### src/stws_pkg.sv
package stws_pkg;

  // field widths
  localparam int CODE_W    = 12;
  localparam int AMP_W     = 11;
  localparam int DC_W      = 12;
  localparam int CFG_IDX_W = 2;
  localparam int CFG_DAT_W = 12;

  // q15 datapath
  localparam int TAB_W    = 16;
  localparam int PROD_W   = 28;
  localparam int SUM_W    = 30;
  localparam int CODE_LSB = 15;
  localparam int FRAC_W   = 15;

  localparam logic [CODE_W-1:0] CODE_MAX = '1;
  localparam logic [CODE_W-1:0] CODE_MIN = '0;

  // register reset values
  localparam logic [AMP_W-1:0] SINE_AMP_RST  = 11'd512;
  localparam logic [AMP_W-1:0] SWEEP_AMP_RST = 11'd1024;
  localparam logic [DC_W-1:0]  DC_LEVEL_RST  = 12'd2048;

  // register indexes
  typedef enum logic [CFG_IDX_W-1:0] {
    CFG_SINE_AMP  = 2'd0,
    CFG_SWEEP_AMP = 2'd1,
    CFG_DC_LEVEL  = 2'd2
  } cfg_idx_t;

  // live configuration
  typedef struct packed {
    logic [AMP_W-1:0] sine_amplitude;
    logic [AMP_W-1:0] sweep_amplitude;
    logic [DC_W-1:0]  dc_level;
  } cfg_t;

endpackage

### src/stws_if.sv
// request word: one tick
interface stws_in_if;
  logic valid;
  logic ready;
  logic restart;

  modport source (output valid, output restart, input ready);
  modport sink (input valid, input restart, output ready);
endinterface

// result word: one dac code
interface stws_out_if;
  logic                        valid;
  logic                        ready;
  logic [stws_pkg::CODE_W-1:0] dac_code;
  logic                        period_end;
  logic                        clipped;

  modport source (output valid, output dac_code, output period_end, output clipped,
                  input ready);
  modport sink (input valid, input dac_code, input period_end, input clipped,
                output ready);
endinterface

### src/stws_front.sv
module stws_front #(
  parameter int TABLE_POINTS = 256,
  parameter int PW           = 8
) (
  input  logic          clk,
  input  logic          rst_n,
  stws_in_if.sink       in_ch,
  input  logic          q_full,
  output logic          q_push,
  output logic [PW-1:0] q_phase
);

  localparam logic [PW-1:0] LAST_PHASE = PW'(TABLE_POINTS - 1);

  logic [PW-1:0] phase_r;
  logic [PW-1:0] phase_nxt;
  logic [PW-1:0] cur_phase;

  // accept whenever the queue has room
  assign in_ch.ready = !q_full;
  assign q_push      = in_ch.valid && !q_full;

  // restart zeroes the phase before this tick
  always_comb begin
    cur_phase = in_ch.restart ? '0 : phase_r;
    phase_nxt = (cur_phase == LAST_PHASE) ? '0 : cur_phase + PW'(1);
  end

  assign q_phase = cur_phase;

  // phase counter
  always_ff @(posedge clk) begin
    if (!rst_n) begin
      phase_r <= '0;
    end else if (q_push) begin
      phase_r <= phase_nxt;
    end
  end

endmodule

### src/stws_queue.sv
module stws_queue #(
  parameter int DW = 8
) (
  input  logic          clk,
  input  logic          rst_n,
  input  logic          push,
  input  logic [DW-1:0] push_data,
  output logic          full,
  input  logic          pop,
  output logic          pop_valid,
  output logic [DW-1:0] pop_data
);

  localparam int DEPTH = 4;
  localparam int AW    = $clog2(DEPTH);
  localparam int CW    = $clog2(DEPTH + 1);

  logic [DW-1:0] mem_r [DEPTH];
  logic [AW-1:0] wr_ptr_r, wr_ptr_nxt;
  logic [AW-1:0] rd_ptr_r, rd_ptr_nxt;
  logic [CW-1:0] count_r, count_nxt;
  logic          do_pop;

  assign full      = (count_r == CW'(DEPTH));
  assign pop_valid = (count_r != '0);
  assign pop_data  = mem_r[rd_ptr_r];
  assign do_pop    = pop && pop_valid;

  // pointer and fill count update
  always_comb begin
    wr_ptr_nxt = push ? wr_ptr_r + AW'(1) : wr_ptr_r;
    rd_ptr_nxt = do_pop ? rd_ptr_r + AW'(1) : rd_ptr_r;
    count_nxt  = count_r;
    if (push && !do_pop) begin
      count_nxt = count_r + CW'(1);
    end else if (!push && do_pop) begin
      count_nxt = count_r - CW'(1);
    end
  end

  always_ff @(posedge clk) begin
    if (!rst_n) begin
      wr_ptr_r <= '0;
      rd_ptr_r <= '0;
      count_r  <= '0;
    end else begin
      wr_ptr_r <= wr_ptr_nxt;
      rd_ptr_r <= rd_ptr_nxt;
      count_r  <= count_nxt;
    end
  end

  // entry storage
  always_ff @(posedge clk) begin
    if (push) begin
      mem_r[wr_ptr_r] <= push_data;
    end
  end

endmodule

### src/stws_back.sv
module stws_back #(
  parameter int TABLE_POINTS = 256,
  parameter int SINE_CYCLES  = 4,
  parameter int PW           = 8
) (
  input  logic           clk,
  input  logic           rst_n,
  input  stws_pkg::cfg_t cfg,
  input  logic           q_valid,
  input  logic [PW-1:0]  q_phase,
  output logic           q_pop,
  stws_out_if.source     out_ch
);

  localparam int TAB_W  = stws_pkg::TAB_W;
  localparam int PROD_W = stws_pkg::PROD_W;
  localparam int SUM_W  = stws_pkg::SUM_W;
  localparam int CODE_W = stws_pkg::CODE_W;
  localparam int LSB    = stws_pkg::CODE_LSB;

  localparam logic [PW-1:0] LAST_PHASE = PW'(TABLE_POINTS - 1);

  // quarter sine polynomial coefficients, q30
  localparam logic [63:0] Q30_ONE = 64'd1073741824;
  localparam logic [63:0] SC1     = 64'd1686629713;
  localparam logic [63:0] SC3     = 64'd693598668;
  localparam logic [63:0] SC5     = 64'd85569306;
  localparam logic [63:0] SC7     = 64'd5026995;
  localparam logic [63:0] SC9     = 64'd172272;
  localparam logic [63:0] SC11    = 64'd3864;

  typedef logic signed [TAB_W-1:0] tab_t [TABLE_POINTS];

  // sin(pi/2 * f), f in q30, rounded half up to q15 and capped
  function automatic logic [63:0] quarter_sine(input logic [63:0] f);
    logic [63:0] f2;
    logic [63:0] t;
    logic [63:0] s;
    f2 = (f * f) >> 30;
    t  = SC11;
    t  = SC9 - ((f2 * t) >> 30);
    t  = SC7 - ((f2 * t) >> 30);
    t  = SC5 - ((f2 * t) >> 30);
    t  = SC3 - ((f2 * t) >> 30);
    t  = SC1 - ((f2 * t) >> 30);
    s  = (f * t) >> 30;
    s  = (s + 64'd16384) >> 15;
    if (s > 64'd32767) begin
      s = 64'd32767;
    end
    return s;
  endfunction

  // sine sample per phase, already stepped by the cycle count
  function automatic tab_t build_sine_tab();
    tab_t        tab;
    logic [63:0] idx;
    logic [63:0] four;
    logic [63:0] quad;
    logic [63:0] rem;
    logic [63:0] r;
    logic [63:0] f;
    logic [63:0] v;
    for (int k = 0; k < TABLE_POINTS; k++) begin
      idx  = (64'(k) * 64'(SINE_CYCLES)) % TABLE_POINTS;
      four = 64'd4 * idx;
      quad = four / TABLE_POINTS;
      rem  = four % TABLE_POINTS;
      r    = quad[0] ? (64'(TABLE_POINTS) - rem) : rem;
      f    = (r * Q30_ONE) / TABLE_POINTS;
      v    = quarter_sine(f);
      tab[k] = (quad >= 64'd2) ? -TAB_W'(v) : TAB_W'(v);
    end
    return tab;
  endfunction

  // centred triangle per phase, q15 minus one half
  function automatic tab_t build_tri_tab();
    tab_t        tab;
    logic [63:0] t;
    for (int k = 0; k < TABLE_POINTS; k++) begin
      if (2 * k < TABLE_POINTS) begin
        t = (64'(k) << 16) / TABLE_POINTS;
      end else begin
        t = (64'(TABLE_POINTS - k) << 16) / TABLE_POINTS;
      end
      tab[k] = TAB_W'(t - 64'd16384);
    end
    return tab;
  endfunction

  localparam tab_t SINE_TAB = build_sine_tab();
  localparam tab_t TRI_TAB  = build_tri_tab();

  logic                     adv;
  logic                     v1_r, v2_r, out_valid_r;
  logic signed [TAB_W-1:0]  sine_r, tri_r;
  logic                     pend1_r, pend2_r, pend_out_r;
  logic signed [PROD_W-1:0] prod_sine_r, prod_sweep_r;
  logic signed [SUM_W-1:0]  sum;
  logic [CODE_W-1:0]        code_nxt, code_r;
  logic                     clip_nxt, clip_r;

  // whole pipeline moves unless the result is held
  assign adv   = !out_valid_r || out_ch.ready;
  assign q_pop = adv;

  // valid bits
  always_ff @(posedge clk) begin
    if (!rst_n) begin
      v1_r        <= 1'b0;
      v2_r        <= 1'b0;
      out_valid_r <= 1'b0;
    end else if (adv) begin
      v1_r        <= q_valid;
      v2_r        <= v1_r;
      out_valid_r <= v2_r;
    end
  end

  // table read
  always_ff @(posedge clk) begin
    if (adv) begin
      sine_r  <= SINE_TAB[q_phase];
      tri_r   <= TRI_TAB[q_phase];
      pend1_r <= (q_phase == LAST_PHASE);
    end
  end

  // amplitude scaling
  always_ff @(posedge clk) begin
    if (adv) begin
      prod_sine_r  <= $signed({1'b0, cfg.sine_amplitude}) * sine_r;
      prod_sweep_r <= $signed({1'b0, cfg.sweep_amplitude}) * tri_r;
      pend2_r      <= pend1_r;
    end
  end

  // sum, floor and saturate
  always_comb begin
    sum = $signed(SUM_W'({cfg.dc_level, stws_pkg::FRAC_W'(0)}))
        + SUM_W'(prod_sine_r) + SUM_W'(prod_sweep_r);
    if (sum[SUM_W-1]) begin
      code_nxt = stws_pkg::CODE_MIN;
      clip_nxt = 1'b1;
    end else if (|sum[SUM_W-2:LSB+CODE_W]) begin
      code_nxt = stws_pkg::CODE_MAX;
      clip_nxt = 1'b1;
    end else begin
      code_nxt = sum[LSB+CODE_W-1:LSB];
      clip_nxt = 1'b0;
    end
  end

  // output register
  always_ff @(posedge clk) begin
    if (adv) begin
      code_r     <= code_nxt;
      clip_r     <= clip_nxt;
      pend_out_r <= pend2_r;
    end
  end

  assign out_ch.valid      = out_valid_r;
  assign out_ch.dac_code   = code_r;
  assign out_ch.clipped    = clip_r;
  assign out_ch.period_end = pend_out_r;

endmodule

### src/sine_triangle_waveform_synth.sv
// channel  dir  fields                          width
// in_ch    in   restart                         1
// out_ch   out  dac_code, period_end, clipped   12, 1, 1
// cfg      in   cfg_we, cfg_index, cfg_wdata    1, 2, 12
//
// one word in and one word out per cycle while out_ch is ready; from
// acceptance on, a word passes queue, table read, scaling, sum and saturation
// synchronous reset clears phase, queue, valid bits and the registers to
// their reset values
// a held result freezes the back pipeline; ticks keep being taken until
// the four-entry queue is full
module sine_triangle_waveform_synth #(
  parameter int TABLE_POINTS = 256,
  parameter int SINE_CYCLES  = 4
) (
  input  logic                           clk,
  input  logic                           rst_n,
  stws_in_if.sink                        in_ch,
  stws_out_if.source                     out_ch,
  input  logic                           cfg_we,
  input  logic [stws_pkg::CFG_IDX_W-1:0] cfg_index,
  input  logic [stws_pkg::CFG_DAT_W-1:0] cfg_wdata
);

  localparam int PW = $clog2(TABLE_POINTS);

  stws_pkg::cfg_t cfg_r;
  logic           q_full, q_push, q_pop, q_valid;
  logic [PW-1:0]  push_phase, pop_phase;

  // configuration registers
  always_ff @(posedge clk) begin
    if (!rst_n) begin
      cfg_r.sine_amplitude  <= stws_pkg::SINE_AMP_RST;
      cfg_r.sweep_amplitude <= stws_pkg::SWEEP_AMP_RST;
      cfg_r.dc_level        <= stws_pkg::DC_LEVEL_RST;
    end else if (cfg_we) begin
      case (cfg_index)
        stws_pkg::CFG_SINE_AMP: begin
          cfg_r.sine_amplitude <= cfg_wdata[stws_pkg::AMP_W-1:0];
        end
        stws_pkg::CFG_SWEEP_AMP: begin
          cfg_r.sweep_amplitude <= cfg_wdata[stws_pkg::AMP_W-1:0];
        end
        stws_pkg::CFG_DC_LEVEL: begin
          cfg_r.dc_level <= cfg_wdata[stws_pkg::DC_W-1:0];
        end
        default: begin
        end
      endcase
    end
  end

  // tick intake and phase
  stws_front #(
    .TABLE_POINTS(TABLE_POINTS),
    .PW(PW)
  ) u_front (
    .clk(clk),
    .rst_n(rst_n),
    .in_ch(in_ch),
    .q_full(q_full),
    .q_push(q_push),
    .q_phase(push_phase)
  );

  // phase queue
  stws_queue #(
    .DW(PW)
  ) u_queue (
    .clk(clk),
    .rst_n(rst_n),
    .push(q_push),
    .push_data(push_phase),
    .full(q_full),
    .pop(q_pop),
    .pop_valid(q_valid),
    .pop_data(pop_phase)
  );

  // waveform datapath
  stws_back #(
    .TABLE_POINTS(TABLE_POINTS),
    .SINE_CYCLES(SINE_CYCLES),
    .PW(PW)
  ) u_back (
    .clk(clk),
    .rst_n(rst_n),
    .cfg(cfg_r),
    .q_valid(q_valid),
    .q_phase(pop_phase),
    .q_pop(q_pop),
    .out_ch(out_ch)
  );

endmodule

### src/flat_wrapper.sv
// flat-port wrapper written by rule: the top's interface ports become plain ports
module sine_triangle_waveform_synth_flat 
#(
  parameter int TABLE_POINTS = 256,
  parameter int SINE_CYCLES  = 4
)
  (clk, rst_n, cfg_we, cfg_index, cfg_wdata, in_ch_valid, in_ch_restart, in_ch_ready, out_ch_valid, out_ch_dac_code, out_ch_period_end, out_ch_clipped, out_ch_ready);
  stws_in_if in_ch_i ();
  stws_out_if out_ch_i ();
  input  logic clk;
  input  logic rst_n;
  input  logic cfg_we;
  input  logic [stws_pkg::CFG_IDX_W-1:0] cfg_index;
  input  logic [stws_pkg::CFG_DAT_W-1:0] cfg_wdata;
  input wire logic [$bits(in_ch_i.valid)-1:0] in_ch_valid;
  input wire logic [$bits(in_ch_i.restart)-1:0] in_ch_restart;
  output wire logic [$bits(in_ch_i.ready)-1:0] in_ch_ready;
  output wire logic [$bits(out_ch_i.valid)-1:0] out_ch_valid;
  output wire logic [$bits(out_ch_i.dac_code)-1:0] out_ch_dac_code;
  output wire logic [$bits(out_ch_i.period_end)-1:0] out_ch_period_end;
  output wire logic [$bits(out_ch_i.clipped)-1:0] out_ch_clipped;
  input wire logic [$bits(out_ch_i.ready)-1:0] out_ch_ready;
  assign in_ch_i.valid = in_ch_valid;
  assign in_ch_i.restart = in_ch_restart;
  assign in_ch_ready = in_ch_i.ready;
  assign out_ch_valid = out_ch_i.valid;
  assign out_ch_dac_code = out_ch_i.dac_code;
  assign out_ch_period_end = out_ch_i.period_end;
  assign out_ch_clipped = out_ch_i.clipped;
  assign out_ch_i.ready = out_ch_ready;
  sine_triangle_waveform_synth #(.TABLE_POINTS(TABLE_POINTS), .SINE_CYCLES(SINE_CYCLES)) u_core (.clk(clk), .rst_n(rst_n), .in_ch(in_ch_i), .out_ch(out_ch_i), .cfg_we(cfg_we), .cfg_index(cfg_index), .cfg_wdata(cfg_wdata));
endmodule
### config.mk
export PLATFORM = sky130hd
export DESIGN_NAME = sine_triangle_waveform_synth_flat
export DESIGN_NICKNAME = d
export VERILOG_FILES = /design/src/stws_pkg.sv /design/src/stws_if.sv /design/src/stws_front.sv /design/src/stws_queue.sv /design/src/stws_back.sv /design/src/sine_triangle_waveform_synth.sv /design/src/flat_wrapper.sv
export SDC_FILE = /design/constraint.sdc
export NUM_CORES = 1
export LEC_CHECK = 0
export BUFFER_PORTS_ARGS = -buffer_cell sky130_fd_sc_hd__buf_2
export CAP_MARGIN = 0
export CORE_MARGIN = 8
export CORE_UTILIZATION = 31
export CTS_BUF_LIST = sky130_fd_sc_hd__clkbuf_16
export DETAILED_ROUTE_END_ITERATION = 8
export GPL_ROUTABILITY_DRIVEN = 0
export GPL_TIMING_DRIVEN = 0
export PLACE_DENSITY = 0.45
export SLEW_MARGIN = 20
export SYNTH_ARGS = -nofsm -noshare
export SYNTH_HDL_FRONTEND = slang
export SYNTH_SLANG_ARGS = --single-unit
export TNS_END_PERCENT = 100
### constraint.sdc
create_clock -name clk -period 15.5 [get_ports clk]
set_input_delay 1.55 -clock clk [delete_from_list [all_inputs] [get_ports clk]]
set_output_delay 1.55 -clock clk [all_outputs]
set_load 0.02 [all_outputs]
After elaboration in Yosys (flattened, before gate mapping)
Memories as Yosys holds them, arrays and structs flattened. A register that Yosys moved wholly into a read port is not among the register bits.
Index checks and enable logic that the tools add are counted.
{ "totals": {"ff_bits": 124, "word_cells": 61, "mem_bits_ro": 8192, "memories": 3, "mem_bits_rw": 32, "output_inout_bits": 16} }
{ "mem_list": {"columns": ["memory", "words", "width", "read_ports", "rd_clocked_by_memory_dff", "write_ports", "line_no", "source"], "rows": [
  ["(no name shown)", 256, 16, 1, 1, 0, "stws_back.sv:125", "tri_r <= TRI_TAB[q_phase];"],
  ["(no name shown)", 256, 16, 1, 1, 0, "stws_back.sv:124", "sine_r <= SINE_TAB[q_phase];"],
  ["u_core.u_queue.mem_r", 4, 8, 1, 1, 1, "stws_queue.sv:18", "logic [DW-1:0] mem_r [DEPTH];"]
]} }
{ "classes": {"eq_ne": 5, "n_reduce_logical": 16, "n_addsub": 7, "n_mul": 2, "muxes": 10, "n_bitwise": 1} }
{ "ops": {"columns": ["cell", "n"], "rows": [
  ["12-bit by 16-bit multiplier with 28-bit output", 2],
  ["29-bit by 28-bit adder with 30-bit output", 1],
  ["28-bit by 28-bit adder with 29-bit output", 1],
  ["8-bit equality test, second input constant", 2],
  ["8-bit two-way mux", 2],
  ["12-bit two-way mux", 1],
  ["8-bit NOT with 9-bit output", 1],
  ["8-bit by 1-bit adder with 8-bit output, second input constant", 1],
  ["3-bit two-way mux", 2],
  ["2-bit AND reduction", 3],
  ["2-bit by 1-bit adder with 2-bit output, second input constant", 2],
  ["1-bit logical AND", 4],
  ["1-bit zero test", 4],
  ["2-bit two-way mux", 2],
  ["3-bit by 1-bit adder with 3-bit output, second input constant", 1],
  ["3-bit equality test, second input constant", 1],
  ["1-bit two-way mux", 3],
  ["3-bit nonzero test", 1],
  ["3-bit by 1-bit subtractor with 3-bit output, second input constant", 1],
  ["2-bit by 1-bit equality test with 1-bit output, second input constant", 1],
  ["2-bit equality test, second input constant", 1],
  ["2-bit zero test", 1],
  ["2-bit nonzero test", 1],
  ["2-bit OR reduction", 1],
  ["1-bit logical OR", 1]
]} }

Logic depth before layout (Yosys ltp)
{ "logic_depth": {"depth_word": 7, "depth_mapped": 22, "depth_no_buf": 20} }

Hierarchy
A second synthesis with hierarchy kept.
{ "unflattened": {"hier_cells": 1969, "hier_area_um2": 18808.0} }
{ "modules_own_cells": {"columns": ["module", "cells_per_inst", "seq_area_each_um2", "n_inst", "area_each_um2"], "rows": [
  ["stws_back", 1699, 2462.4, 1, 15407.3],
  ["stws_queue", 85, 1141.1, 1, 1627.8],
  ["sine_triangle_waveform_synth", 126, 680.7, 1, 1288.7],
  ["stws_front", 59, 160.2, 1, 484.2]
]} }

Least setup slack after synthesis
OpenSTA, ideal clock, no wires.
{ "synth_path": {"kind": "flip-flop to flip-flop", "from": "register u_core.cfg_r[27] (netlist bit)", "to": "register u_core.u_back.prod_sine_r[21] (data pin)", "path_buffers": 2, "synth_period_minus_slack_ns": 5.254, "path_slack_ns": 10.246, "t_required_ns": 15.241, "path_stages_with_launch": 20, "arrival_ns": 4.995, "path_cell_list": "dfxtp_1 clkbuf_1 clkbuf_1 nand2_1 fa_1 fa_1 inv_1 fa_1 fa_1 inv_1 fa_1 inv_1 ha_1 a21o_1 a21o_1 a22oi_1 a31oi_1 o2111ai_1 a21oi_1 o31a_1"} }
{ "synth_between": {"elab_chain_len": 1} }
{ "synth_lines": {"columns": ["element", "line_no", "source"], "rows": [
  ["start: declaration", "sine_triangle_waveform_synth.sv:27", "stws_pkg::cfg_t cfg_r;"],
  ["12-bit by 16-bit multiplier with 28-bit output", "stws_back.sv:133", "prod_sine_r <= $signed({1'b0, cfg.sine_amplitude}) * sine_r;"],
  ["end signal: assignment", "stws_back.sv:133", null],
  ["end: declaration", "stws_back.sv:99", "logic signed [PROD_W-1:0] prod_sine_r, prod_sweep_r;"]
]} }
Every way passes these cells.
A chain may end at the register's enable or synchronous reset.

Worst setup path in the final report
{ "layout_path": {"from": "register u_core.cfg_r[27] (netlist bit)", "to": "register u_core.u_back.prod_sine_r[22] (data pin)"} }
Same word-level chain as after synthesis.

==> metrics.cfg <==
[worst_setup_path]
worstSetupPathType=reg -> reg
cp_slowest_cell=clkbuf_1
required_ns=15.70
crit_chain=clkbuf_1, clkbuf_1, nand2_1, fa_1, fa_1, inv_1, fa_1, fa_1, inv_1, fa_1, inv_1, ha_1, a21o_1, a21o_1, a22oi_1, a31oi_1, o2111ai_1, a21oi_1, o21ai_1, a21oi_1
cp_max_fo=10
start_kind=flop
cpPeakStageDelay_ns=0.56
crit_path_frequent_cell=fa_1
cp_data_arrival_time_ns=6.54
endpoint_kind=flop

[detailed_routing]
drt-vias-per-instance=4.80
drt-wirelength-per-cell_um=17.7
antenna_left=0
routed-via-count=13500
finalWirelength_um=49800
drc_errors=0
drt_iter0_drc=803
drt-pass1-iter-count=5

[yosys]
synthMuxAreaShare_pct=2.60
synth_area_leaders=fa_1, edfxtp_1, ha_1
yosysTopAreaCell=fa_1
synth_edf_count=112
synth_xor_area_share_pct=2.98
synthMostInstantiatedCell=inv_1
async_flop_share_pct=0
synth_commonest_cells=inv_1, fa_1, nand2_1, ha_1, edfxtp_1
netlist.area_leader.share_pct=27.8
synth-simple-area-share_pct=14.0
synth_compound_area_share_pct=9.90
ys_seq_area_share_pct=23.6
syn_area_sq_um=18800
synth_cells=1958
yosysWarnings=0
synthAdderAreaFrac_pct=37.6
ys_types=82
synth_top_flop_cell=edfxtp_1
syn-num-nets=2387
synth.avg_cell_area_sq_um=9.62
synth_top_family_by_area=adder cells
ys_ff_latch=166

[timing]
rsz0062_at_grt=no
final-hold-violation-count=0
finalSetupViolations=0
finalCritPeriodShare_pct=40.9
worst_pin_slew_ns=0.944
relSlewSlack_pct=36.5
clock_skew_ns=0.0116
slew_violations=0
final.setup.tns_ns=0
worst_slack_ns=9.16
holdWs_ns=0.435
clock.fmax_mhz=158
min_period_ns=6.34

[floorplanning]
initial_core_util_pct=31.3
fp.dieH_um=262
io_pins=36
dieArea_sq_um=68900
core_area_sq_um=60200
rows=90
die_x_um=262

[global_route]
grt_pass1_vias=14400
antenna_found_initial=7
grt.overflow.total=0
grt_first_pass_wirelength_um=81300
grt_start_max_net_pins=43
grtUsageTotal_pct=14.8

[clock_network]
clkTransAtPathRegs_ns=0.08
cts_sinks=166
numCtsBuffers=17
ctsResizeCount=0
cts_root_buf=clkbuf_16
ctsHoldBuffers=0
postCtsSetupBuffers=0
clock_path_buffers=2
cts_max_level=4
cts_tree=yes
clkLatencyLatePin_ns=0.45

[layout]
syn2layout_area_growth_pct=9.39
utilization_pct=34.2
drive_gt1_share_pct=6.47
multi_input_area_sq_um=12600
ff_latch_area_sq_um=4440
fill_cells=6168
nets=2442

[placement]
detailedPlace.worstSlack_ns=9.18
io_buffers=35
dp_hpwl_um=40400

[worst_hold_path]
hold_class=reg -> reg

[power]
ir_drop_mv=0.103
powerDensity_nw_per_um2=183
p_leak_nw=9.47

[run]
drv_cap=0

[run_status]
status=finished clean

[layout by cell type (no fill, tap or decap), types with 11 or more instances in the layout]
| cell | count |
|---|---|
| a21boi_0 | 19 |
| a21o_1 | 11 |
| a21oi_1 | 74 |
| a21oi_2 | 11 |
| a31oi_1 | 13 |
| and2_1 | 103 |
| and3_1 | 13 |
| buf_2 | 53 |
| clkbuf_1 | 69 |
| clkbuf_16 | 17 |
| dfxtp_1 | 54 |
| edfxtp_1 | 112 |
| fa_1 | 262 |
| ha_1 | 147 |
| inv_1 | 359 |
| mux2i_1 | 32 |
| nand2_1 | 260 |
| nand3_1 | 17 |
| nor2_1 | 59 |
| nor2b_1 | 43 |
| nor3_1 | 17 |
| o21ai_0 | 55 |
| xnor2_1 | 48 |
| xor2_1 | 16 |
[per-stage QoR]
step / power, mW / cells / area, sq um
2_1_floorplan: 2.61 / 1958 / 18800
3_3_place_gp: 3.34 / 2775 / 20000
3_5_place_dp: 3.36 / 2776 / 20000
4_1_cts: 3.82 / 2808 / 20600
5_1_grt: 4.14 / 2808 / 20600
6_report: 3.77 / 2810 / 20600
[cell type report]
| class | instances | share of cell area [%] |
|---|---|---|
| plain buffers | 94 | 1.97 |
| multi-input cells | 1336 | 61.3 |
| clock buffers | 17 | 2.06 |
| diodes | 2 | 0.0243 |
| flip-flops and latches | 166 | 21.6 |
| clock inverters | 15 | 0.783 |
| repair buffers | 36 | 0.947 |
| inverters | 362 | 6.61 |
| well taps | 782 | 4.75 |
[where the power goes]
| part | total, mW | switching (mW) | internal, mW | leakage [nW] |
|---|---|---|---|---|
| combinational | 2.55 | 1.58 | 0.971 | 7.59 |
| sequential | 0.786 | 0.0923 | 0.694 | 1.60 |
| clock | 0.434 | 0.206 | 0.228 | 0.287 |
| total | 3.77 | 1.88 | 1.89 | 9.47 |
[critical path, delay by kind of cell, from the launching register on]
| family | cells | cell delay (ns) |
|---|---|---|
| flops | 1 | 0.31 |
| buf+inv | 5 | 1.10 |
| simple gates | 1 | 0.16 |
| compound gates | 8 | 1.67 |
| fa+ha+maj | 6 | 2.83 |
[per-layer routing]
layer,GRT usage [%],part of all wire [%]
met1,19.9,47
met2,24.8,48
met3,2.74,4.3
met4,2.72,0.96
met5,0,0.12
[registers in the layout, summed over array words and instances, names as in the netlist, named ones only]
signal                           flops
u_core.cfg_r                        34
u_core.u_back.out_ch.clipped         1
u_core.u_back.out_ch.dac_code       12
u_core.u_back.out_ch.period_end      1
u_core.u_back.out_ch.valid           1
u_core.u_back.pend1_r                1
u_core.u_back.pend2_r                1
u_core.u_back.prod_sine_r           20
u_core.u_back.prod_sweep_r          20
u_core.u_back.sine_r                16
u_core.u_back.tri_r                  8
u_core.u_back.v1_r                   1
u_core.u_back.v2_r                   1
u_core.u_front.phase_r               8
u_core.u_queue.count_r               3
u_core.u_queue.mem_r                32
u_core.u_queue.rd_ptr_r              2
u_core.u_queue.wr_ptr_r              2
[cell families after synthesis]
kind of cell | Yosys count
AOI/OAI and AO/OA | 273
xor gates and xnor gates | 64
adders and majority gates | 409
buffers and inverters | 456
DFF | 166
muxes | 40
and+or+nand+nor | 550
[final timing paths]
path                    startpoint                               to  slack, ns  cells after the start
max               u_core.cfg_r[27]    u_core.u_back.prod_sine_r[22]       9.16                     20
min          u_core.u_back.pend2_r  u_core.u_back.out_ch.period_end       0.43                      0
max reg2reg       u_core.cfg_r[27]    u_core.u_back.prod_sine_r[22]       9.16                     20
min reg2reg  u_core.u_back.pend2_r  u_core.u_back.out_ch.period_end       0.43                      0
Power figures use the tool's default switching activity.
